### config.mk
export PLATFORM = sky130hd
export DESIGN_NAME = launcher_shot_sequencer_unit_flat
export DESIGN_NICKNAME = d
export VERILOG_FILES = /design/src/rtl/lss_pkg.sv /design/src/rtl/lss_if.sv /design/src/rtl/lss_cfg_regs.sv /design/src/rtl/lss_step.sv /design/src/rtl/launcher_shot_sequencer_unit.sv /design/src/flat_wrapper.sv
export SDC_FILE = /design/constraint.sdc
export NUM_CORES = 1
export LEC_CHECK = 0
export BUFFER_PORTS_ARGS = -buffer_cell sky130_fd_sc_hd__clkbuf_2
export CORE_MARGIN = 2
export CORE_UTILIZATION = 55
export CTS_BUF_LIST = sky130_fd_sc_hd__clkbuf_2 sky130_fd_sc_hd__clkbuf_4 sky130_fd_sc_hd__clkbuf_8
export DETAILED_ROUTE_END_ITERATION = 16
export PLACE_DENSITY_LB_ADDON = 0.08
export SETUP_SLACK_MARGIN = 0.1
export SKIP_LAST_GASP = 1
export SYNTH_ARGS = -nofsm -noshare
export SYNTH_HDL_FRONTEND = slang
export SYNTH_SLANG_ARGS = --single-unit
### constraint.sdc
create_clock -name clk -period 3.8 [get_ports clk]
set_input_delay 0.19 -clock clk [delete_from_list [all_inputs] [get_ports clk]]
set_output_delay 0.19 -clock clk [all_outputs]
set_load 0.02 [all_outputs]
### src/rtl/lss_pkg.sv
// Package for the launcher shot sequencer: constants, codes and word types.
`timescale 1ns / 1ps
package lss_pkg;

  localparam int TIMER_WIDTH = 32;
  localparam int CMP_W       = (TIMER_WIDTH > 32) ? TIMER_WIDTH : 32;

  localparam logic [2:0] KIND_TICK   = 3'd0;
  localparam logic [2:0] KIND_TARGET = 3'd1;
  localparam logic [2:0] KIND_MOTOR  = 3'd2;
  localparam logic [2:0] KIND_AIM    = 3'd3;
  localparam logic [2:0] KIND_ABORT  = 3'd4;

  localparam logic [2:0] PH_IDLE   = 3'd0;
  localparam logic [2:0] PH_TARGET = 3'd1;
  localparam logic [2:0] PH_WAIT   = 3'd2;
  localparam logic [2:0] PH_SHOOT  = 3'd3;
  localparam logic [2:0] PH_ABORT  = 3'd4;

  localparam logic [2:0] CFG_MIN_YAW      = 3'd0;
  localparam logic [2:0] CFG_MAX_YAW      = 3'd1;
  localparam logic [2:0] CFG_MAX_VELOCITY = 3'd2;
  localparam logic [2:0] CFG_CMD_TIMEOUT  = 3'd3;
  localparam logic [2:0] CFG_COOLDOWN     = 3'd4;

  localparam int CFG_IDX_W  = 3;
  localparam int CFG_DATA_W = 32;

  typedef struct packed {
    logic [2:0]         kind;
    logic signed [16:0] target_yaw;
    logic signed [15:0] target_speed;
    logic               target_above;
    logic               ready_value;
  } lss_item_t;

  typedef struct packed {
    logic [2:0]         reported_state;
    logic               yaw_cmd_valid;
    logic signed [7:0]  yaw_cmd;
    logic               speed_cmd_valid;
    logic signed [15:0] speed_cmd;
    logic               trigger;
    logic               shot_done;
    logic               yaw_rejected;
    logic               speed_rejected;
  } lss_result_t;

  typedef struct packed {
    logic signed [16:0] min_yaw;
    logic signed [16:0] max_yaw;
    logic [14:0]        max_velocity;
    logic [31:0]        resend_limit;
    logic [31:0]        cooldown_ticks;
  } lss_cfg_t;

endpackage

### src/rtl/lss_if.sv
// Valid/ready channel interfaces for input and result words.
`timescale 1ns / 1ps
interface lss_in_if;
  logic               valid;
  logic               ready;
  logic [2:0]         kind;
  logic signed [16:0] target_yaw;
  logic signed [15:0] target_speed;
  logic               target_above;
  logic               ready_value;

  modport source (output valid, kind, target_yaw, target_speed, target_above, ready_value,
                  input ready);
  modport sink (input valid, kind, target_yaw, target_speed, target_above, ready_value,
                output ready);
endinterface

interface lss_out_if;
  logic               valid;
  logic               ready;
  logic [2:0]         reported_state;
  logic               yaw_cmd_valid;
  logic signed [7:0]  yaw_cmd;
  logic               speed_cmd_valid;
  logic signed [15:0] speed_cmd;
  logic               trigger;
  logic               shot_done;
  logic               yaw_rejected;
  logic               speed_rejected;

  modport source (output valid, reported_state, yaw_cmd_valid, yaw_cmd, speed_cmd_valid,
                  speed_cmd, trigger, shot_done, yaw_rejected, speed_rejected,
                  input ready);
  modport sink (input valid, reported_state, yaw_cmd_valid, yaw_cmd, speed_cmd_valid,
                speed_cmd, trigger, shot_done, yaw_rejected, speed_rejected,
                output ready);
endinterface

### src/rtl/lss_cfg_regs.sv
// Configuration register file for the shot sequencer.
`timescale 1ns / 1ps
module lss_cfg_regs (
  input  logic                          clk,
  input  logic                          rst_n,
  input  logic                          cfg_we,
  input  logic [lss_pkg::CFG_IDX_W-1:0] cfg_index,
  input  logic [lss_pkg::CFG_DATA_W-1:0] cfg_data,
  output lss_pkg::lss_cfg_t             cfg
);
  import lss_pkg::*;

  lss_cfg_t cfg_r;

  always_ff @(posedge clk) begin
    if (!rst_n) begin
      cfg_r.min_yaw         <= -17'sd23040;
      cfg_r.max_yaw         <= 17'sd23040;
      cfg_r.max_velocity    <= 15'd10000;
      cfg_r.resend_limit    <= 32'd1000;
      cfg_r.cooldown_ticks  <= 32'd1000;
    end else if (cfg_we) begin
      unique case (cfg_index)
        CFG_MIN_YAW:      cfg_r.min_yaw         <= cfg_data[16:0];
        CFG_MAX_YAW:      cfg_r.max_yaw         <= cfg_data[16:0];
        CFG_MAX_VELOCITY: cfg_r.max_velocity    <= cfg_data[14:0];
        CFG_CMD_TIMEOUT:  cfg_r.resend_limit    <= cfg_data[31:0];
        CFG_COOLDOWN:     cfg_r.cooldown_ticks  <= cfg_data[31:0];
        default: ;
      endcase
    end
  end

  assign cfg = cfg_r;

endmodule

### src/rtl/lss_step.sv
// Sequencer state and the per-word update and result logic.
`timescale 1ns / 1ps
module lss_step (
  input  logic                 clk,
  input  logic                 rst_n,
  input  logic                 advance,
  input  lss_pkg::lss_item_t   item,
  input  lss_pkg::lss_cfg_t    cfg,
  output lss_pkg::lss_result_t res
);
  import lss_pkg::*;

  logic [2:0]             phase_r, phase_nxt;
  logic                   tgt_pend_r, tgt_pend_nxt;
  logic                   abt_pend_r, abt_pend_nxt;
  logic                   motor_r, motor_nxt;
  logic                   aim_r, aim_nxt;
  logic signed [16:0]     yaw_r, yaw_nxt;
  logic signed [15:0]     speed_r, speed_nxt;
  logic [TIMER_WIDTH-1:0] elapsed_r, elapsed_nxt;

  logic [TIMER_WIDTH-1:0] elapsed_inc;
  logic                   yaw_ok, speed_ok;
  logic signed [16:0]     yaw_q;
  logic signed [7:0]      yaw_sat;

  assign elapsed_inc = (&elapsed_r) ? elapsed_r : elapsed_r + 1'b1;

  assign yaw_ok   = (cfg.min_yaw < item.target_yaw) && (item.target_yaw < cfg.max_yaw);
  assign speed_ok = !item.target_speed[15] &&
                    (item.target_speed < $signed({1'b0, cfg.max_velocity}));

  // divide by 256 rounding toward zero, then clamp to 8 bits
  always_comb begin
    yaw_q = yaw_r >>> 8;
    if (yaw_r[16] && (|yaw_r[7:0])) yaw_q = yaw_q + 17'sd1;
    if (yaw_q > 17'sd127)       yaw_sat = 8'sd127;
    else if (yaw_q < -17'sd128) yaw_sat = -8'sd128;
    else                        yaw_sat = yaw_q[7:0];
  end

  always_comb begin
    phase_nxt    = phase_r;
    tgt_pend_nxt = tgt_pend_r;
    abt_pend_nxt = abt_pend_r;
    motor_nxt    = motor_r;
    aim_nxt      = aim_r;
    yaw_nxt      = yaw_r;
    speed_nxt    = speed_r;
    elapsed_nxt  = elapsed_r;
    res          = '0;
    res.reported_state = phase_r;

    unique case (item.kind)
      KIND_TARGET: begin
        if (!item.target_above) begin
          yaw_nxt   = item.target_yaw;
          speed_nxt = item.target_speed;
          if (yaw_ok && speed_ok) begin
            tgt_pend_nxt = 1'b1;
            abt_pend_nxt = 1'b0;
          end else begin
            tgt_pend_nxt = 1'b0;
          end
          res.yaw_rejected   = !yaw_ok;
          res.speed_rejected = !speed_ok;
        end
      end
      KIND_MOTOR: motor_nxt = item.ready_value;
      KIND_AIM:   aim_nxt   = item.ready_value;
      KIND_ABORT: begin
        abt_pend_nxt = 1'b1;
        tgt_pend_nxt = 1'b0;
      end
      KIND_TICK: begin
        unique case (phase_r)
          PH_TARGET: begin
            if (abt_pend_r) begin
              abt_pend_nxt = 1'b0;
              phase_nxt    = PH_ABORT;
            end else if (tgt_pend_r) begin
              tgt_pend_nxt = 1'b0;
            end else begin
              res.yaw_cmd_valid   = 1'b1;
              res.yaw_cmd         = yaw_sat;
              res.speed_cmd_valid = 1'b1;
              res.speed_cmd       = speed_r;
              elapsed_nxt         = '0;
              phase_nxt           = PH_WAIT;
            end
          end
          PH_WAIT: begin
            if (abt_pend_r) begin
              abt_pend_nxt = 1'b0;
              phase_nxt    = PH_ABORT;
            end else if (tgt_pend_r) begin
              tgt_pend_nxt = 1'b0;
              phase_nxt    = PH_TARGET;
            end else begin
              elapsed_nxt = elapsed_inc;
              if (CMP_W'(elapsed_inc) > CMP_W'(cfg.resend_limit)) phase_nxt = PH_TARGET;
              if (motor_r && aim_r) begin
                res.trigger = 1'b1;
                elapsed_nxt = '0;
                phase_nxt   = PH_SHOOT;
              end
            end
          end
          PH_SHOOT: begin
            elapsed_nxt = elapsed_inc;
            if (CMP_W'(elapsed_inc) > CMP_W'(cfg.cooldown_ticks)) begin
              res.shot_done = 1'b1;
              phase_nxt     = PH_IDLE;
            end
          end
          PH_ABORT: begin
            res.speed_cmd_valid = 1'b1;
            res.speed_cmd       = '0;
            phase_nxt           = PH_IDLE;
          end
          default: begin
            if (tgt_pend_r) begin
              tgt_pend_nxt = 1'b0;
              phase_nxt    = PH_TARGET;
            end
          end
        endcase
      end
      default: ;
    endcase
  end

  always_ff @(posedge clk) begin
    if (!rst_n) begin
      phase_r    <= PH_IDLE;
      tgt_pend_r <= 1'b0;
      abt_pend_r <= 1'b0;
      motor_r    <= 1'b0;
      aim_r      <= 1'b0;
      yaw_r      <= '0;
      speed_r    <= '0;
      elapsed_r  <= '0;
    end else if (advance) begin
      phase_r    <= phase_nxt;
      tgt_pend_r <= tgt_pend_nxt;
      abt_pend_r <= abt_pend_nxt;
      motor_r    <= motor_nxt;
      aim_r      <= aim_nxt;
      yaw_r      <= yaw_nxt;
      speed_r    <= speed_nxt;
      elapsed_r  <= elapsed_nxt;
    end
  end

endmodule

### src/rtl/launcher_shot_sequencer_unit.sv
// Top level of the launcher shot sequencer: input register, step logic, result register.
// An accepted word waits in the input register; its result is loaded into the result register.
// Throughput: one word per cycle while out_chan.ready does not stall the result register.
// The input register keeps accepting while a result waits; ready falls only when both are full.
// Reset: synchronous active-low rst_n clears both stages, the sequencer state and the registers
// to their defaults.
`timescale 1ns / 1ps
module launcher_shot_sequencer_unit (
  input  logic                           clk,
  input  logic                           rst_n,
  lss_in_if.sink                         in_chan,
  lss_out_if.source                      out_chan,
  input  logic                           cfg_we,
  input  logic [lss_pkg::CFG_IDX_W-1:0]  cfg_index,
  input  logic [lss_pkg::CFG_DATA_W-1:0] cfg_data
);
  import lss_pkg::*;

  lss_item_t   item_r;
  logic        item_valid_r;
  lss_result_t res_r;
  lss_result_t step_res;
  logic        out_valid_r;
  lss_cfg_t    cfg;
  logic        out_load;
  logic        in_take;

  assign out_load = item_valid_r && (!out_valid_r || out_chan.ready);
  assign in_chan.ready = !item_valid_r || out_load;
  assign in_take = in_chan.valid && in_chan.ready;

  lss_cfg_regs u_cfg (
    .clk       (clk),
    .rst_n     (rst_n),
    .cfg_we    (cfg_we),
    .cfg_index (cfg_index),
    .cfg_data  (cfg_data),
    .cfg       (cfg)
  );

  lss_step u_step (
    .clk     (clk),
    .rst_n   (rst_n),
    .advance (out_load),
    .item    (item_r),
    .cfg     (cfg),
    .res     (step_res)
  );

  always_ff @(posedge clk) begin
    if (!rst_n) begin
      item_valid_r <= 1'b0;
    end else if (in_take) begin
      item_valid_r <= 1'b1;
    end else if (out_load) begin
      item_valid_r <= 1'b0;
    end
  end

  always_ff @(posedge clk) begin
    if (in_take) begin
      item_r.kind         <= in_chan.kind;
      item_r.target_yaw   <= in_chan.target_yaw;
      item_r.target_speed <= in_chan.target_speed;
      item_r.target_above <= in_chan.target_above;
      item_r.ready_value  <= in_chan.ready_value;
    end
  end

  always_ff @(posedge clk) begin
    if (!rst_n) begin
      out_valid_r <= 1'b0;
    end else if (out_load) begin
      out_valid_r <= 1'b1;
    end else if (out_chan.ready) begin
      out_valid_r <= 1'b0;
    end
  end

  always_ff @(posedge clk) begin
    if (out_load) res_r <= step_res;
  end

  assign out_chan.valid           = out_valid_r;
  assign out_chan.reported_state  = res_r.reported_state;
  assign out_chan.yaw_cmd_valid   = res_r.yaw_cmd_valid;
  assign out_chan.yaw_cmd         = res_r.yaw_cmd;
  assign out_chan.speed_cmd_valid = res_r.speed_cmd_valid;
  assign out_chan.speed_cmd       = res_r.speed_cmd;
  assign out_chan.trigger         = res_r.trigger;
  assign out_chan.shot_done       = res_r.shot_done;
  assign out_chan.yaw_rejected    = res_r.yaw_rejected;
  assign out_chan.speed_rejected  = res_r.speed_rejected;

`ifndef SYNTHESIS
  a_load_shows: assert property (@(posedge clk) disable iff (!rst_n)
    out_load |=> out_valid_r)
    else $error("result word lost after step");

  a_trigger_from_wait: assert property (@(posedge clk) disable iff (!rst_n)
    (out_valid_r && res_r.trigger) |-> (res_r.reported_state == PH_WAIT))
    else $error("trigger outside wait");

  a_done_from_shoot: assert property (@(posedge clk) disable iff (!rst_n)
    (out_valid_r && res_r.shot_done) |-> (res_r.reported_state == PH_SHOOT))
    else $error("shot_done outside shoot");

  a_yaw_cmd_from_target: assert property (@(posedge clk) disable iff (!rst_n)
    (out_valid_r && res_r.yaw_cmd_valid) |->
      (res_r.reported_state == PH_TARGET && res_r.speed_cmd_valid))
    else $error("yaw command outside target phase");
`endif

endmodule
### src/flat_wrapper.sv
// flat-port wrapper written by rule: the top's interface ports become plain ports
module launcher_shot_sequencer_unit_flat import lss_pkg::*;
  (clk, rst_n, cfg_we, cfg_index, cfg_data, in_chan_valid, in_chan_kind, in_chan_target_yaw, in_chan_target_speed, in_chan_target_above, in_chan_ready_value, in_chan_ready, out_chan_valid, out_chan_reported_state, out_chan_yaw_cmd_valid, out_chan_yaw_cmd, out_chan_speed_cmd_valid, out_chan_speed_cmd, out_chan_trigger, out_chan_shot_done, out_chan_yaw_rejected, out_chan_speed_rejected, out_chan_ready);
  lss_in_if in_chan_i ();
  lss_out_if out_chan_i ();
  input  logic clk;
  input  logic rst_n;
  input  logic cfg_we;
  input  logic [lss_pkg::CFG_IDX_W-1:0] cfg_index;
  input  logic [lss_pkg::CFG_DATA_W-1:0] cfg_data;
  input wire logic [$bits(in_chan_i.valid)-1:0] in_chan_valid;
  input wire logic [$bits(in_chan_i.kind)-1:0] in_chan_kind;
  input wire logic [$bits(in_chan_i.target_yaw)-1:0] in_chan_target_yaw;
  input wire logic [$bits(in_chan_i.target_speed)-1:0] in_chan_target_speed;
  input wire logic [$bits(in_chan_i.target_above)-1:0] in_chan_target_above;
  input wire logic [$bits(in_chan_i.ready_value)-1:0] in_chan_ready_value;
  output wire logic [$bits(in_chan_i.ready)-1:0] in_chan_ready;
  output wire logic [$bits(out_chan_i.valid)-1:0] out_chan_valid;
  output wire logic [$bits(out_chan_i.reported_state)-1:0] out_chan_reported_state;
  output wire logic [$bits(out_chan_i.yaw_cmd_valid)-1:0] out_chan_yaw_cmd_valid;
  output wire logic [$bits(out_chan_i.yaw_cmd)-1:0] out_chan_yaw_cmd;
  output wire logic [$bits(out_chan_i.speed_cmd_valid)-1:0] out_chan_speed_cmd_valid;
  output wire logic [$bits(out_chan_i.speed_cmd)-1:0] out_chan_speed_cmd;
  output wire logic [$bits(out_chan_i.trigger)-1:0] out_chan_trigger;
  output wire logic [$bits(out_chan_i.shot_done)-1:0] out_chan_shot_done;
  output wire logic [$bits(out_chan_i.yaw_rejected)-1:0] out_chan_yaw_rejected;
  output wire logic [$bits(out_chan_i.speed_rejected)-1:0] out_chan_speed_rejected;
  input wire logic [$bits(out_chan_i.ready)-1:0] out_chan_ready;
  assign in_chan_i.valid = in_chan_valid;
  assign in_chan_i.kind = in_chan_kind;
  assign in_chan_i.target_yaw = in_chan_target_yaw;
  assign in_chan_i.target_speed = in_chan_target_speed;
  assign in_chan_i.target_above = in_chan_target_above;
  assign in_chan_i.ready_value = in_chan_ready_value;
  assign in_chan_ready = in_chan_i.ready;
  assign out_chan_valid = out_chan_i.valid;
  assign out_chan_reported_state = out_chan_i.reported_state;
  assign out_chan_yaw_cmd_valid = out_chan_i.yaw_cmd_valid;
  assign out_chan_yaw_cmd = out_chan_i.yaw_cmd;
  assign out_chan_speed_cmd_valid = out_chan_i.speed_cmd_valid;
  assign out_chan_speed_cmd = out_chan_i.speed_cmd;
  assign out_chan_trigger = out_chan_i.trigger;
  assign out_chan_shot_done = out_chan_i.shot_done;
  assign out_chan_yaw_rejected = out_chan_i.yaw_rejected;
  assign out_chan_speed_rejected = out_chan_i.speed_rejected;
  assign out_chan_i.ready = out_chan_ready;
  launcher_shot_sequencer_unit u_core (.clk(clk), .rst_n(rst_n), .in_chan(in_chan_i), .out_chan(out_chan_i), .cfg_we(cfg_we), .cfg_index(cfg_index), .cfg_data(cfg_data));
endmodule
* Yosys cells after proc, flatten, opt, wreduce, memory -nomap -nowiden
Index checks and enable logic that the tools add are counted.
** Word-level totals
- Output and inout port bits :: 35
- Bits of input ports :: 78
- Register bits :: 258
- Logic and storage cells :: 148
** Cells by class
- Reductions and logical operators :: 43
- Add/sub/neg operators :: 2
- Equality and inequality tests :: 24
- Bitwise gates (word level) :: 5
- Multiplexer cells :: 37
- $lt $le $gt $ge :: 7
** Operators by type and width (count)
- 2-to-1 mux 32 bit :: 6
- one-hot mux 32 bit (3 select lines) :: 1
- greater-than comparator 32 bit :: 2
- < comparator 17 bit :: 2
- 2-to-1 mux 17 bit :: 2
- one-hot mux 17 bit (2 select lines) :: 1
- adder 32 x 1 -> 32 bit, second input constant :: 1
- AND reduction 32 bit :: 1
- 2-to-1 mux 26 bit :: 1
- 2-to-1 mux 3 bit :: 8
- == test 3 x 2 -> 1 bit, second input constant :: 6
- != test 2 bit, second input constant :: 9
- greater-than comparator 17 x 8 -> 1 bit, second input constant :: 1
- < comparator 17 x 8 -> 1 bit, second input constant :: 1
- < comparator 16 bit :: 1
- 2-to-1 mux 8 bit :: 2
- AND reduction 2 bit :: 8
- 2-to-1 mux 1 bit :: 12
- one-hot mux 3 bit (4 select lines) :: 1
- adder 9 x 2 -> 10 bit, second input constant :: 1
- AND reduction 5 bit :: 2
- == test 3 x 1 -> 1 bit, second input constant :: 3
- == test 3 bit, second input constant :: 3
- OR reduction 4 bit :: 2
- 19 further kinds :: 41

* Depth between registers and ports, before layout
- Depth after elaboration :: 9
- Gate-level depth with buffers :: 17
- Depth with buffers taken out :: 15

* Modules after synthesis
A second synthesis with hierarchy kept.
** Unflattened totals
- Cells, all modules :: 1438
- Area, all modules :: 13555.5 um^2
** Modules (own cells, without submodules)
- lss_step :: cells an instance 936, seq. area each 1441.4 um^2, times used 1, area each 6989.2 um^2
- lss_cfg_regs :: cells an instance 422, seq. area each 2262.2 um^2, times used 1, area each 4330.4 um^2
- launcher_shot_sequencer_unit :: cells an instance 80, seq. area each 2172.1 um^2, times used 1, area each 2235.9 um^2

* Least setup slack after synthesis
No wires, ideal clock.
- Path kind :: register -> register
- Start :: reg u_core.u_step.elapsed_r[3]
- End :: reg u_core.u_step.phase_r[1]
- Clock period less this slack :: 3.789 ns
- Library setup time :: 0.124 ns
- Path buffers :: 1
- Arrival :: 3.665 ns
- Stages on the path, launching flop included :: 16
- Slack :: 0.011 ns
- Required time :: 3.676 ns
- Path through :: dfxtp_1 -> buf_2 -> nand4_1 -> nor4_4 -> nand3_1 -> nor3_2 -> nor4_1 -> xor2_1 -> ha_1 -> a41oi_1 -> o21ai_0 -> a221o_1 -> o31a_1 -> o31a_1 -> o21a_1 -> mux2i_1
** On the way
- Word-level cells in the longest chain between the ends :: 5
- Elaborated cells between the ends (all ways) :: 8
- Those cells by class :: add/sub (1); order compare (2); eq/ne (2); mux (1); reduce/logical (2)
** Ends and longest elaborated chain
- start: declaration :: RTL line lss_step.sv:20 : logic [TIMER_WIDTH-1:0] elapsed_r, elapsed_nxt;
- start signal: assignment :: RTL line lss_step.sv:151 : elapsed_r <= elapsed_nxt;
- adder 32 x 1 -> 32 bit / AND reduction 32 bit (equally long branches) :: RTL line lss_step.sv:27 : assign elapsed_inc = (&elapsed_r) ? elapsed_r : elapsed_r + 1'b1;
- 2-to-1 mux 32 bit (*) :: RTL line lss_step.sv:27
- greater-than comparator 32 bit, on equally long branches :: RTL line lss_step.sv:101, lss_step.sv:111
- != test 5 bit (no line) / != test 2 bit (equally long branches)
- AND reduction 6 bit (no line) (*)
- end signal: assignment :: RTL line lss_step.sv:144 : phase_r <= phase_nxt;
- end: declaration :: RTL line lss_step.sv:13 : logic [2:0] phase_r, phase_nxt;
Mark *: on every way between the ends. The rest lies on a longest branch, timed or not.
A chain may end at the register's enable or synchronous reset.

* Worst setup path after layout
- Start :: reg u_core.u_step.elapsed_r[5]
- End :: reg u_core.u_step.phase_r[1]
The elaborated chain is that of the path after synthesis.

==> flow_metrics.py <==
metrics = {
    "detailed_routing": {
        "drt_iter0_markers": 649,
        "drc_errors": 0,
        "wl_per_cell_um": 15.95,
        "final_antenna_net_count": 0,
        "wl_um": 33580,
        "viasPerCell": 5.381,
        "vias": 11330,
        "first_pass_iters": 5,
    },
    "min_path": {
        "min_path_type": "in -> reg",
    },
    "critical_path": {
        "crit_required_ns": 4.22,
        "rrSetupSlack_ns": 0.04,
        "reg2reg_depth": 15,
        "startpoint": "u_core.u_step.elapsed_r[5]",
        "crit_slowest_cell": "o31a_1",
        "worst-setup-path-type": "reg -> reg",
        "arrival_ns": 4.18,
        "critPathLaunchType": "register",
        "path_max_fanout": 4,
        "cp_slowest_stage_delay_ns": 0.36,
        "r2r-end": "u_core.u_step.phase_r[1]",
        "worstReg2RegStart": "u_core.u_step.elapsed_r[5]",
        "crit_end": "u_core.u_step.phase_r[1]",
        "cp_cell_sequence": "nand4_1 -> nor4_4 -> buf_6 -> nand2_4 -> o31a_1 -> nand4_1 -> xnor2_2 -> ha_1 -> a21oi_1 -> o21ai_2 -> a221o_1 -> o31a_1 -> o31a_1 -> o21a_2 -> mux2i_1",
        "end_kind": "register",
        "critical_path.most_common_cell": "o31a_1",
    },
    "timing": {
        "finClkSkew_ns": 0.02308,
        "tightest_slew_ns": 1.249,
        "setup_viol": 0,
        "finalMaxSlewViolations": 0,
        "rsz0062_at_grt": "true",
        "slew_headroom_pct": 16.56,
        "period_share_pct": 98.86,
        "whs_ns": 0.06055,
        "hold_viol": 0,
        "max_freq_mhz": 266.2,
        "final.min_clock_period_ns": 3.757,
    },
    "synth": {
        "ys_seq_area_share_pct": 44.16,
        "ys_types": 65,
        "synth-edff-count": 71,
        "syn_avg_cell_area_sq_um": 8.937,
        "synthArstFlopShare_pct": 0,
        "yosys.area_share.xor_xnor_pct": 2.501,
        "ys_ff_latch": 258,
        "synth_top_cell_by_area": "dfxtp_1",
        "synth_cells": 1489,
        "yosysWarnings": 0,
        "synth_top_family_by_area": "simple AND/OR/NAND/NOR gates",
        "synth_ff_type": "dfxtp_1",
        "synthTopCellsByArea": "dfxtp_1 28%, edfxtp_1 16%, ha_1 11%",
        "synth_compound_area_share_pct": 17.68,
        "synth_fa_ha_area_share_pct": 10.53,
        "synth-simple-area-share_pct": 19.10,
        "netlist_area_sq_um": 13310,
        "synth_fp_nets": 1679,
        "synthMuxAreaShare_pct": 0.4607,
        "yosys.area.top_type_share_pct": 28.13,
    },
    "floorplan": {
        "num_io_pins": 113,
        "die_h_um": 159.5,
        "die_width_um": 159.5,
        "rows": 56,
        "die_area_sq_um": 25450,
        "start_util_pct": 56.35,
        "core_area_sq_um": 23610,
    },
    "clock_network": {
        "root_buffer": "clkbuf_8",
        "numCtsBuffers": 45,
        "cts.sinks": 258,
        "tritoncts": "built",
        "clock_latency_ns": 0.56,
        "clock_path_buffers": 3,
        "cts_max_level": 2,
        "clk_pin_slew_ns": 0.06,
    },
    "pwr": {
        "total_leakage_power_nw": 6.913,
        "p_per_area_nw_per_um2": 356.6,
        "power_w": 0.005968,
        "vdd_ir_drop_max_uv": 296.0,
    },
    "placed_design": {
        "gp_congestion": 0.9058,
        "port_buffers": 112,
        "dpl.hpwl_um": 23000,
    },
    "grt": {
        "track_usage_pct": 25.67,
        "antenna_found_initial": 0,
        "grt_max_degree": 117,
        "grt_pass1_wl_um": 53560,
        "grt_pass1_vias": 10840,
        "grt_overflow": 0,
    },
    "finish": {
        "finalNetCount": 1941,
        "drive_gt1_share_pct": 20.10,
        "syn2layout_area_growth_pct": 25.78,
        "diodes": 0,
    },
    "job": {
        "maxCapViolCount": 0,
    },
    "status": {
        "outcome": "finished clean",
    },
}
[layout by cell type, fill, tap and decap left out, types with 44 or more instances in the layout]
| cell | netlist | routed |
|---|---|---|
| a21boi_0 | 125 | 122 |
| clkbuf_2 | 0 | 111 |
| buf_4 | 5 | 98 |
| inv_1 | 121 | 121 |
| nand2_1 | 341 | 339 |
| clkbuf_8 | 0 | 53 |
| edfxtp_1 | 71 | 71 |
| ha_1 | 112 | 109 |
| dlygate4sd3_1 | 0 | 70 |
| dfxtp_1 | 187 | 178 |
| a21oi_1 | 50 | 48 |
| o21ai_0 | 47 | 44 |
[worst min-delay path by stage]
stage / depth (start not counted) / slack [ns] / startpoint / end
2_1_floorplan: 0 / 0.29 / in_chan_ready_value / u_core.item_r[0]
3_3_place_gp: 1 / 0.37 / in_chan_target_speed[15] / u_core.item_r[17]
3_5_place_dp: 1 / 0.37 / in_chan_target_speed[8] / u_core.item_r[10]
4_1_cts: 3 / 0.03 / cfg_data[8] / u_core.u_cfg.cfg[104]
5_1_grt: 3 / 0.05 / cfg_data[7] / u_core.u_cfg.cfg[71]
6_report: 3 / 0.06 / cfg_data[8] / u_core.u_cfg.cfg[87]
[critical path: cells and delay by family (launching register included)]
kind	cells	cell delay (ns)
AO/OA/AOI/OAI	7	1.84
XOR/XNOR	1	0.15
adder cells (fa/ha/maj)	1	0.30
buffers and inverters	1	0.16
flip-flops	1	0.32
multiplexers	1	0.12
AND/OR/NAND/NOR	4	0.72
[power breakdown]
| group | internal, W | switching [W] |
|---|---|---|
| sequential | 0.00290 | 0.0000413 |
| clock | 0.00146 | 0.00113 |
| combinational | 0.000197 | 0.000238 |
| total | 0.00456 | 0.00141 |
[layer usage]
| layer | share of wire (%) | routed length [um] | global-route usage, % | vias to the layer above |
|---|---|---|---|---|
| met5 | 0 | 0 | 0 | - |
| met2 | 46 | 15580 | 43.07 | 296 |
| met1 | 47 | 15750 | 34.78 | 5278 |
| met3 | 4.3 | 1447 | 3.152 | 65 |
| li1 | - | - | - | 5688 |
| met4 | 2.4 | 805 | 7.769 | 0 |
[sequential cells by signal, indices dropped and copies added, names as in the netlist, 3 cells and up]
name and flops:
u_core.out_chan.yaw_cmd 8, u_core.out_chan.speed_cmd 16, u_core.u_step.speed_r 16, u_core.u_cfg.cfg 113, u_core.u_step.elapsed_r 32, u_core.out_chan.reported_state 3, u_core.u_step.yaw_r 17, u_core.u_step.phase_r 3
u_core.item_r 38
[synth_stat cells, types with 3 or more instances]
cell type	count
nor4b_1	3
inv_1	121
buf_2	5
a31oi_1	19
clkbuf_1	57
o31ai_1	10
buf_1	3
a41oi_1	5
o211ai_1	30
or3_1	5
nand4_1	20
o21ai_0	47
nor2b_1	15
nor4_1	6
edfxtp_1	71
a21oi_1	50
and3_1	14
and4_1	10
and2_1	21
a21boi_0	125
xnor2_1	23
a221o_1	4
a211oi_1	6
nor2_1	24
dfxtp_1	187
nor3b_1	3
nand2b_1	12
nor3_1	16
nand3_1	34
xor2_1	15
buf_4	5
o31a_1	3
a21o_1	19
ha_1	112
nand2_1	341
mux2i_1	5
o22ai_1	4
[logic make-up (layout without fill, tap and decap cells)]
family                     count (synthesis)  in the layout
buffers and inverters                    191            488
AOI/OAI and AO/OA                        340            340
xor gates and xnor gates                  38             38
and+or+nand+nor                          544            544
adders and majority gates                112            112
muxes                                      6              6
DFF                                      258            258
[stage by stage]
step	setup WS [ns]	TNS, ns	instances	utilization, %	cell area [sq um]
after global placement	0.03023	0	1934	61.99	14640
final	0.04337	0	2105	70.88	16740
after CTS	0.02280	0	2094	69.68	16450
after floorplan	0.1165	0	1489	-	13320
after detailed placement	-0.1296	-0.2774	1934	61.99	14640
after global routing	-0.09201	-0.1902	2105	70.88	16740
[what timing repair did]
item / in CTS / in global routing
hold buffers: 70 / 0
resized for setup: 25 / 44
buffers inserted: 8 / 11
pin swaps: 15 / 37
setup endpoints to repair: 4 / 4
endpoints found under the hold margin: 127 / 0
[cell type report]
class / count / area, sq um
Clock buffer: 72 / 872.1
Clock inverter: 10 / 65.06
Fill cell: 1869 / 6875
Inverter: 121 / 454.2
Multi-Input combinational cell: 1040 / 6989
Sequential cell: 258 / 5889
Tap cell: 319 / 399.1
Timing Repair Buffer: 285 / 2068
Power figures use the tool's default switching activity.
